[src/rtl/cki_pkg.sv]
// Shared types and constants for the camera keyframe interpolator.
// Holds field widths, fixed-point constants and the square root pipeline geometry.
// No dependencies.
`default_nettype none

package cki_pkg;

   // Field widths of the keyframe and result items
   localparam int LAT_W  = 24;
   localparam int LON_W  = 25;
   localparam int BRG_W  = 25;
   localparam int TILT_W = 23;
   localparam int ZOOM_W = 21;
   localparam int FRAC_W = 17;

   // Stream data widths, padded to whole bytes
   localparam int REQ_DATA_W = 256;
   localparam int RSP_DATA_W = 120;

   // Fixed-point constants: Q1.16 fraction and angles in 1/65536 degree
   localparam int ONE_Q16  = 65536;
   localparam int HALF_Q16 = 32768;
   localparam int DEG180   = 11796480;
   localparam int DEG360   = 23592960;

   // Square root of a 34-bit radicand, 17 iterations spread over the stages
   localparam int SQRT_W         = 34;
   localparam int ROOT_W         = 17;
   localparam int SQRT_ITERS     = 17;
   localparam int SQRT_PER_STAGE = 3;
   localparam int SQRT_STAGES    = (SQRT_ITERS + SQRT_PER_STAGE - 1) / SQRT_PER_STAGE;

   // Input item as packed on req_tdata, first field in the lowest bits
   typedef struct packed {
      logic [2:0]               pad;
      logic [FRAC_W-1:0]        fraction;
      logic [ZOOM_W-1:0]        to_zoom;
      logic [TILT_W-1:0]        to_tilt;
      logic [BRG_W-1:0]         to_bearing;
      logic signed [LON_W-1:0]  to_longitude;
      logic signed [LAT_W-1:0]  to_latitude;
      logic [ZOOM_W-1:0]        from_zoom;
      logic [TILT_W-1:0]        from_tilt;
      logic [BRG_W-1:0]         from_bearing;
      logic signed [LON_W-1:0]  from_longitude;
      logic signed [LAT_W-1:0]  from_latitude;
   } req_fields_type;

   // Result item as packed on rsp_tdata, first field in the lowest bits
   typedef struct packed {
      logic [1:0]               pad;
      logic [ZOOM_W-1:0]        out_zoom;
      logic [TILT_W-1:0]        out_tilt;
      logic [BRG_W-1:0]         out_bearing;
      logic signed [LON_W-1:0]  out_longitude;
      logic signed [LAT_W-1:0]  out_latitude;
   } rsp_fields_type;

endpackage

`default_nettype wire

[src/rtl/cki_sqrt.sv]
// Pipelined square root for the zoom-in position fraction.
// Restoring digit-by-digit method, a few iterations per register stage.
// Depends on cki_pkg.
`default_nettype none

module cki_sqrt
   import cki_pkg::*;
(
   input  logic              clock,
   input  logic              enable,
   input  logic [SQRT_W-1:0] radicand,
   output logic [ROOT_W-1:0] root
);

   logic [SQRT_W-1:0] rem_ff  [SQRT_STAGES];
   logic [SQRT_W-1:0] acc_ff  [SQRT_STAGES];
   logic [SQRT_W-1:0] rem_in  [SQRT_STAGES];
   logic [SQRT_W-1:0] acc_in  [SQRT_STAGES];
   logic [SQRT_W-1:0] src_rem [SQRT_STAGES];
   logic [SQRT_W-1:0] src_acc [SQRT_STAGES];

   for (genvar s = 0; s < SQRT_STAGES; s++) begin : g_stage
      if (s == 0) begin : g_first
         assign src_rem[s] = radicand;
         assign src_acc[s] = '0;
      end else begin : g_next
         assign src_rem[s] = rem_ff[s-1];
         assign src_acc[s] = acc_ff[s-1];
      end

      always_comb begin
         logic [SQRT_W-1:0] x;
         logic [SQRT_W-1:0] r;
         logic [SQRT_W-1:0] bitv;
         logic [SQRT_W-1:0] trial;
         x     = src_rem[s];
         r     = src_acc[s];
         bitv  = '0;
         trial = '0;
         for (int j = 0; j < SQRT_PER_STAGE; j++) begin
            if (s * SQRT_PER_STAGE + j < SQRT_ITERS) begin
               bitv  = SQRT_W'(1) << (2 * (SQRT_ITERS - 1 - (s * SQRT_PER_STAGE + j)));
               trial = r + bitv;
               if (x >= trial) begin
                  x = x - trial;
                  r = (r >> 1) + bitv;
               end else begin
                  r = r >> 1;
               end
            end
         end
         rem_in[s] = x;
         acc_in[s] = r;
      end

      always_ff @(posedge clock) begin
         if (enable) begin
            rem_ff[s] <= rem_in[s];
            acc_ff[s] <= acc_in[s];
         end
      end
   end

   // Round to nearest: step up when the remainder exceeds the root.
   assign root = ROOT_W'(acc_ff[SQRT_STAGES-1]
                 + SQRT_W'(rem_ff[SQRT_STAGES-1] > acc_ff[SQRT_STAGES-1]));

endmodule

`default_nettype wire

[config.mk]
export PLATFORM = sky130hd
export DESIGN_NAME = cki_sqrt
export DESIGN_NICKNAME = d
export VERILOG_FILES = /design/src/rtl/cki_pkg.sv /design/src/rtl/cki_sqrt.sv
export SDC_FILE = /design/constraint.sdc
export NUM_CORES = 1
export LEC_CHECK = 0
export ABC_AREA = 0
export BUFFER_PORTS_ARGS = -buffer_cell sky130_fd_sc_hd__buf_2
export CELL_PAD_IN_SITES_DETAIL_PLACEMENT = 1
export CELL_PAD_IN_SITES_GLOBAL_PLACEMENT = 1
export CORE_UTILIZATION = 46
export CTS_CLUSTER_DIAMETER = 40
export DETAILED_ROUTE_END_ITERATION = 8
export PLACE_DENSITY_LB_ADDON = 0.2
export SETUP_SLACK_MARGIN = 0.02
export SLEW_MARGIN = 20
export SYNTH_ARGS = -nofsm -noshare
export SYNTH_HDL_FRONTEND = slang
export SYNTH_SLANG_ARGS = --single-unit
[constraint.sdc]
create_clock -name clock -period 7.8 [get_ports clock]
set_clock_uncertainty 0.1 [all_clocks]
set_input_delay 1.56 -clock clock [delete_from_list [all_inputs] [get_ports clock]]
set_output_delay 1.56 -clock clock [all_outputs]
set_load 0.05 [all_outputs]
# ---- Word-level counts from Yosys, hierarchy flattened
# Memories as Yosys holds them, arrays and structs flattened.
# Index checks and enable logic that the tools add are counted.
dict set report op_classes {
  mux 36
  magnitude_cmp 18
  n_addsub 50
}
# cell count
set ops {}
lappend ops {{34-bit 2-to-1 mux} 33}
lappend ops {{34-bit greater-or-equal comparator} 16}
lappend ops {{34-bit subtractor} 16}
lappend ops {{33-bit by 1-bit adder with 34-bit output (second input constant)} 1}
lappend ops {{33-bit by 11-bit adder with 34-bit output (second input constant)} 1}
lappend ops {{33-bit by 13-bit adder with 34-bit output (second input constant)} 1}
lappend ops {{33-bit by 15-bit adder with 34-bit output (second input constant)} 1}
lappend ops {{33-bit by 17-bit adder with 34-bit output (second input constant)} 1}
lappend ops {{33-bit by 19-bit adder with 34-bit output (second input constant)} 1}
lappend ops {{33-bit by 21-bit adder with 34-bit output (second input constant)} 1}
lappend ops {{33-bit by 23-bit adder with 34-bit output (second input constant)} 1}
lappend ops {{33-bit by 25-bit adder with 34-bit output (second input constant)} 1}
lappend ops {{33-bit by 27-bit adder with 34-bit output (second input constant)} 1}
lappend ops {{33-bit by 29-bit adder with 34-bit output (second input constant)} 1}
lappend ops {{33-bit by 3-bit adder with 34-bit output (second input constant)} 1}
lappend ops {{33-bit by 31-bit adder with 34-bit output (second input constant)} 1}
lappend ops {{33-bit by 5-bit adder with 34-bit output (second input constant)} 1}
lappend ops {{33-bit by 7-bit adder with 34-bit output (second input constant)} 1}
lappend ops {{33-bit by 9-bit adder with 34-bit output (second input constant)} 1}
lappend ops {{34-bit by 1-bit adder with 34-bit output (second input constant)} 1}
lappend ops {{34-bit by 11-bit adder with 34-bit output (second input constant)} 1}
lappend ops {{34-bit by 13-bit adder with 34-bit output (second input constant)} 1}
lappend ops {{34-bit by 15-bit adder with 34-bit output (second input constant)} 1}
lappend ops {{34-bit by 17-bit adder with 34-bit output (second input constant)} 1}
lappend ops {{17 further kinds} 18}
dict set report word_totals {
  wordCells 106
  n_memories 2
  input_bits 36
  register_bits 0
  mem_bits_rw 408
  out_inout_bits 17
}
# memory depth width rd rd_ports_with_merged_regs wr line
set mem_list {}
lappend mem_list {acc_ff 6 34 6 0 6 cki_sqrt.sv:16} ;# logic [SQRT_W-1:0] acc_ff [SQRT_STAGES];
lappend mem_list {rem_ff 6 34 6 0 6 cki_sqrt.sv:15} ;# logic [SQRT_W-1:0] rem_ff [SQRT_STAGES];

# ---- Logic depth before layout (Yosys ltp)
# Gate-level depths: netlist of the first run.
# An unclocked memory read counts as a cell.
dict set report depth {
  depth_word 10
  ltp_mapped 40
  mapped_depth_nobuf 35
}

# ---- Worst setup path after synthesis of the first run
# OpenSTA, ideal clock, no wires.
dict set report synth_path {
  path_kind {register to register}
  from {memory acc_ff[3][15]}
  to {memory rem_ff[4][22], data pin}
  path_stages_with_launch 37
  path_buffers 6
  setup_slack_ns 0.161
  t_arrival_ns 7.266
  setup_time_ns 0.273
  cell_sequence {edfxtp_1 inv_1 ha_1 a21o_1 a31o_2 a311oi_1 nand3_2 inv_2 buf_6 buf_6 clkbuf_1 o21ai_0 ha_1 a2111oi_0 o21ai_0 a31o_2 a21oi_1 o22ai_1 nor2_1 nor2_1 nor2_1 nand2_1 inv_2 clkbuf_1 mux2_2 ha_1 clkbuf_1 a21o_1 a21oi_1 o21ai_0 inv_1 a31oi_1 and3_1 nor4b_4 buf_4 o41ai_1 nand4b_1}
}
# element line
set synth_rtl {}
lappend synth_rtl {{start, declared} cki_sqrt.sv:16}
lappend synth_rtl {{end, declared} cki_sqrt.sv:15}

==> results of run 1 <==
[critical path, delay by kind of cell (launching register included)]
| kind | cells | cell delay (ns) |
|---|---|---|
| and+or+nand+nor | 9 | 1.74 |
| buffers and inverters | 8 | 1.34 |
| muxes | 1 | 0.32 |
| DFF | 1 | 0.49 |
| AOI/OAI and AO/OA | 13 | 2.60 |
| adders and majority gates | 3 | 0.76 |
[cells by family (layout without fill, tap and decap cells)]
logic type	Yosys count	in the layout	synth area share [%]
xor gates and xnor gates	258	258	10.0
AOI/OAI and AO/OA	601	601	17.7
and+or+nand+nor	850	850	19.5
buffers and inverters	226	453	4.01
muxes	43	43	2.11
adders and majority gates	200	200	11.1
DFF	266	266	35.5
[power by group]
group          switching (mW)  internal (mW)  leakage (nW)
Clock                   0.904           1.55         0.925
Combinational            4.34           3.05          7.43
Sequential              0.300           2.18          2.55
[per-stage QoR]
stage / setup TNS [ns] / hold WS [ns] / worst slack (ns)
floorplan: 0 / 0.326 / 0.161
global placement: 0 / 0.330 / 0.167
detailed placement: -1.71 / 0.333 / -0.123
CTS: 0 / 0.343 / 0.0710
global route: -0.358 / 0.353 / -0.103
finish: 0 / 0.347 / 0.288
[Yosys cell counts (all sizes together) (52+ instances only)]
cell and instances:
edfxtp 266, xnor2 164, ha 200, inv 170, nand4 53, nor2 196, nand3 69, a21o 53
nor4 52, xor2 94, a21oi 182, nand2 195, nor3 64, o21ai 106
[sequential cells by signal, summed over array words and instances, names as in the netlist]
signal / cells
acc_ff: 62
rem_ff: 204
[final cells by class]
cell class	instances	area share [%]
Inverter	170	2.49
Clock inverter	43	2.39
Timing Repair inverter	1	0.0189
Sequential cell	266	30.2
Clock buffer	53	4.85
Tap cell	615	2.90
Multi-Input combinational cell	1952	52.2
Timing Repair Buffer	186	4.99
[final timing paths]
kind | start | end | slack, ns | depth (start not counted)
min reg2reg | acc_ff[3][19] | acc_ff[4][16] | 0.35 | 0
max reg2reg | rem_ff[2][14] | rem_ff[3][27] | 0.29 | 34
min | acc_ff[3][19] | acc_ff[4][16] | 0.35 | 0
max | rem_ff[2][14] | rem_ff[3][27] | 0.29 | 34
[metal layers]
layer,wire (µm),vias up
met2,38900,390
met5,0,-
li1,-,9469
met4,2340,0
met3,2350,132
met1,30500,9930
[what timing repair did]
| action | CTS | global route |
|---|---|---|
| endpoints found under the setup margin | 30 | 58 |
| cloned | 0 | 1 |
| resized for setup | 7 | 58 |
| pin swaps | 0 | 14 |
| setup buffers | 0 | 12 |
==> flow_metrics.env, run 1 <==
export IMPL_cts_hold_buf=0
export IMPL_yosysTopAreaCell="edfxtp_1"
export IMPL_use_met2_pct=55.4
export IMPL_top_usage_layer="met2"
export IMPL_root_buffer="clkbuf_16"
export IMPL_dieArea_mm2=0.0498
export IMPL_cts_tree="yes"
export IMPL_ff_latch_area_mm2=0.00799
export IMPL_synth_edf_count=266
export IMPL_cp_slowest_cell="edfxtp_1"
export IMPL_routed_wl_mm=74.2
export IMPL_start_util_pct=46.9
export IMPL_cts_buffers=51
export IMPL_slew_violations=0
export IMPL_arrival_ns=7.89
export IMPL_layout_commonest_cell="edfxtp_1"
export IMPL_cts_sinks=266
export IMPL_hold_violations=0
export IMPL_overflow=0
export IMPL_finalSetupViolations=0
export IMPL_nets=2864
export IMPL_yosys_cell_types_count=98
export IMPL_netlist_top_cells_area="edfxtp_1 (35%), ha_1 (11%), xnor2_1 (6.4%)"
export IMPL_core_area_mm2=0.0480
export IMPL_clockBufferDepth=3
export IMPL_max_slew_margin_rel_pct=24.3
export IMPL_ir_drop_v=0.000366
export IMPL_async_reset_ff_share_pct=0
export IMPL_first_global_vias=20900
export IMPL_fin_area_mm2=0.0265
export IMPL_ios=53
export IMPL_antenna_found_initial=0
export IMPL_p_leak_nw=10.9
export IMPL_num_antenna_cells=0
export IMPL_use_met3_pct=3.25
export IMPL_route_vias_total=19900
export IMPL_die_w_um=223
export IMPL_postRouteAntennaNets=0
export IMPL_crit_top_cell="buf_4"
export IMPL_yosysWarnings=0
export IMPL_yosysSeqAreaShare_pct=35.5
export IMPL_multiInputGateArea_mm2=0.0138
export IMPL_path_max_fanout=11
export IMPL_clock_latency_ns=0.64
export IMPL_dieHeight_um=223
export IMPL_grt_pass1_wl_mm=116
export IMPL_synth_ff_type="edfxtp_1"
export IMPL_grt_max_degree=194
export IMPL_dp_cells=3177
export IMPL_groute_usage_overall_pct=29.4
export IMPL_via_per_inst=6.06
export IMPL_p_per_area_mw_per_mm2=465
export IMPL_drt_first_pass_iters=5
export IMPL_area_growth_pct=17.7
export IMPL_dp_final_hpwl_mm=57.4
export IMPL_synth_nets=2680
export IMPL_rows=80
export IMPL_critical_path_max_stage_delay_ns=0.49
export IMPL_status="complete, no violations"
export IMPL_drc=0
export IMPL_max_cap_viol_count=0
export IMPL_worstPathRequired_ns=8.18
export IMPL_post_route_util_pct=55.1
export IMPL_max_freq_mhz=133
export IMPL_ys_ff_latch=266
export IMPL_period_needed_ns=7.51
export IMPL_cp_start_kind="register"
export IMPL_syn_mean_instance_area_um2=9.21
export IMPL_grt_met1_usage_pct=34.4
export IMPL_min_delay_path_class="register to register"
export IMPL_gp_congestion=0.937
export IMPL_final_cell_mix="edfxtp_1 (266), nor2_1 (195), ha_1 (195), nand2_1 (192), a21oi_1 (174)"
export IMPL_endpoint_kind="register"
export IMPL_tightest_slew_ns=1.13
export IMPL_cts_max_level=2
export IMPL_numPortBuffers=52
export IMPL_placed_cell_area_mm2=0.0242
export IMPL_critPathKind="register to register"
export IMPL_yosys_area_top_type_share_pct=35.5
export IMPL_final_period_utilization_pct=96.3
export IMPL_routedWlPerCell_um=22.6
export IMPL_clkTransAtPathRegs_ns=0.06
export IMPL_first_iter_violations=1021
export IMPL_n_fill_cell=5467
export IMPL_finalPower_mw=12.3
export IMPL_fin_cells=3286
export IMPL_synth_cells=2444
export IMPL_drive_above_1_share_pct=15.4
export IMPL_syn_cell_area_mm2=0.0225
No activity file was read; power rests on OpenSTA's default activity.
==> inputs of run 2 (changes only) <==
BUFFER_PORTS_ARGS = default   (was -buffer_cell sky130_fd_sc_hd__buf_2)
CORE_UTILIZATION = 47   (was 46)
CTS_BUF_LIST = sky130_fd_sc_hd__clkbuf_16   (was default)
DONT_BUFFER_PORTS = 1   (was default)
==> flow_metrics.env, run 2 (synthesis gave the netlist of run 1 again) <==
export IMPL_antenna_found_initial=0
export IMPL_tns_ns=0
export IMPL_final_period_utilization_pct=95.6
export IMPL_routedWlPerCell_um=22.7
export IMPL_dieHeight_um=221
export IMPL_first_global_vias=20600
export IMPL_ir_drop_v=0.000309
export IMPL_grt_pass1_wl_mm=113
export IMPL_clockBufferDepth=3
export IMPL_finalSetupViolations=0
export IMPL_hold_violations=0
export IMPL_dp_cells=3096
export IMPL_switching_power_mw=5.33
export IMPL_p_per_area_mw_per_mm2=458
export IMPL_tightest_slew_ns=1.17
export IMPL_final_cell_mix="edfxtp_1 (266), ha_1 (197), nor2_1 (194), nand2_1 (191), a21oi_1 (176)"
export IMPL_gp_congestion=0.923
export IMPL_slew_violations=0
export IMPL_largestRegisters="rem_ff (204), acc_ff (62)"
export IMPL_grt_max_degree=267
export IMPL_first_iter_violations=1121
export IMPL_p_leak_nw=10.4
export IMPL_drt_first_pass_iters=7
export IMPL_layout_commonest_cell="edfxtp_1"
export IMPL_drc=0
export IMPL_cts_tree="yes"
export IMPL_num_antenna_cells=0
export IMPL_multiInputGateArea_mm2=0.0138
export IMPL_nets=2781
export IMPL_clkPwrFrac_pct=18.2
export IMPL_swShare_pct=45.3
export IMPL_clkTransAtPathRegs_ns=0.06
export IMPL_p_int_mw=6.44
export IMPL_dieArea_mm2=0.0488
export IMPL_root_buffer="clkbuf_16"
export IMPL_largest_register_ffs=204
export IMPL_area_growth_pct=14.2
export IMPL_cts_sinks=266
export IMPL_cp_slowest_cell="edfxtp_1"
export IMPL_cp_start_kind="register"
export IMPL_routed_wl_mm=72.3
export IMPL_max_cap_viol_count=0
export IMPL_rows=79
export IMPL_critical_path_max_stage_delay_ns=0.42
export IMPL_clock_latency_ns=0.61
export IMPL_arrival_ns=7.66
export IMPL_overflow=0
export IMPL_dp_final_hpwl_mm=56.4
export IMPL_cts_hold_buf=0
export IMPL_cts_max_level=2
export IMPL_ios=53
export IMPL_cts_buffers=49
export IMPL_drive_above_1_share_pct=12.3
export IMPL_groute_usage_overall_pct=29.2
export IMPL_pwr_share_comb_pct=60.7
export IMPL_period_needed_ns=7.46
export IMPL_max_slew_margin_rel_pct=21.4
export IMPL_regMostFlops="rem_ff"
export IMPL_path_max_fanout=9
export IMPL_critPathKind="register to register"
export IMPL_die_w_um=221
export IMPL_core_area_mm2=0.0469
export IMPL_ff_latch_area_mm2=0.00799
export IMPL_sequentialPowerShare_pct=21.1
export IMPL_start_util_pct=48.1
export IMPL_worstPathRequired_ns=8.01
export IMPL_fin_cells=3192
export IMPL_postRouteAntennaNets=0
export IMPL_n_fill_cell=5331
export IMPL_route_vias_total=19400
export IMPL_max_freq_mhz=134
export IMPL_via_per_inst=6.08
export IMPL_min_delay_path_class="register to register"
export IMPL_numPortBuffers=0
export IMPL_finalPower_mw=11.8
export IMPL_endpoint_kind="register"
export IMPL_status="complete, no violations"
run 2: final cells by class:
class,instances,share of cell area [%]
multi-input combinational,1952,53.7
sequential,266,31.1
clock buffer,49,4.77
timing repair buffer,106,3.22
tap,607,2.95
inverter,170,2.50
clock inverter,42,1.78
run 2: stage by stage:
| step | setup WS, ns | util [%] | cell area, µm² | hold slack (ns) |
|---|---|---|---|---|
| after detailed placement | -0.135 | 50.8 | 23800 | 0.340 |
| after global routing | -0.0157 | 54.9 | 25700 | 0.363 |
| after CTS | 0.0227 | 54.5 | 25500 | 0.355 |
| after global placement | -0.0596 | 50.8 | 23800 | 0.329 |
| final | 0.344 | 54.9 | 25700 | 0.352 |
| after floorplan | 0.161 | - | 22500 | 0.326 |
run 2: final timing paths:
path / startpoint / end / slack (ns) / depth (start not counted)
min reg2reg: acc_ff[2][18] / acc_ff[3][15] / 0.35 / 0
min: acc_ff[2][18] / acc_ff[3][15] / 0.35 / 0
max reg2reg: acc_ff[3][10] / rem_ff[4][16] / 0.34 / 33
max: acc_ff[3][10] / rem_ff[4][16] / 0.34 / 33
run 2: power groups by stage:
stage	clock network, mW	registers, mW	logic, mW
floorplan	0	2.35	5.09
global placement	0	2.49	6.70
detailed placement	0	2.50	6.92
CTS	2.18	2.48	7.00
global route	2.23	2.51	7.83
finish	2.14	2.48	7.15
run 2: worst max-delay path, delay by kind of cell, from the launching register on:
family | cells | cell delay [ns]
compound gates | 11 | 2.45
xor+xnor | 1 | 0.16
fa+ha+maj | 3 | 0.88
buf+inv | 5 | 0.58
flops | 1 | 0.42
mux | 1 | 0.35
simple gates | 12 | 2.20
run 2: layer usage:
layer  global-route usage [%]  up-vias  wire length, µm
li1                         -     9314                -
met1                     34.7     9581            30200
met2                     54.4      378            37700
met3                     3.17      132             2180
met4                     9.72        0             2250
met5                        0        -                0
run 2: repair_timing:
item,4_1_cts,5_1_grt
pin swaps,0,9
buffers inserted,1,4
endpoints found under the setup margin,29,61
resized for setup,9,48
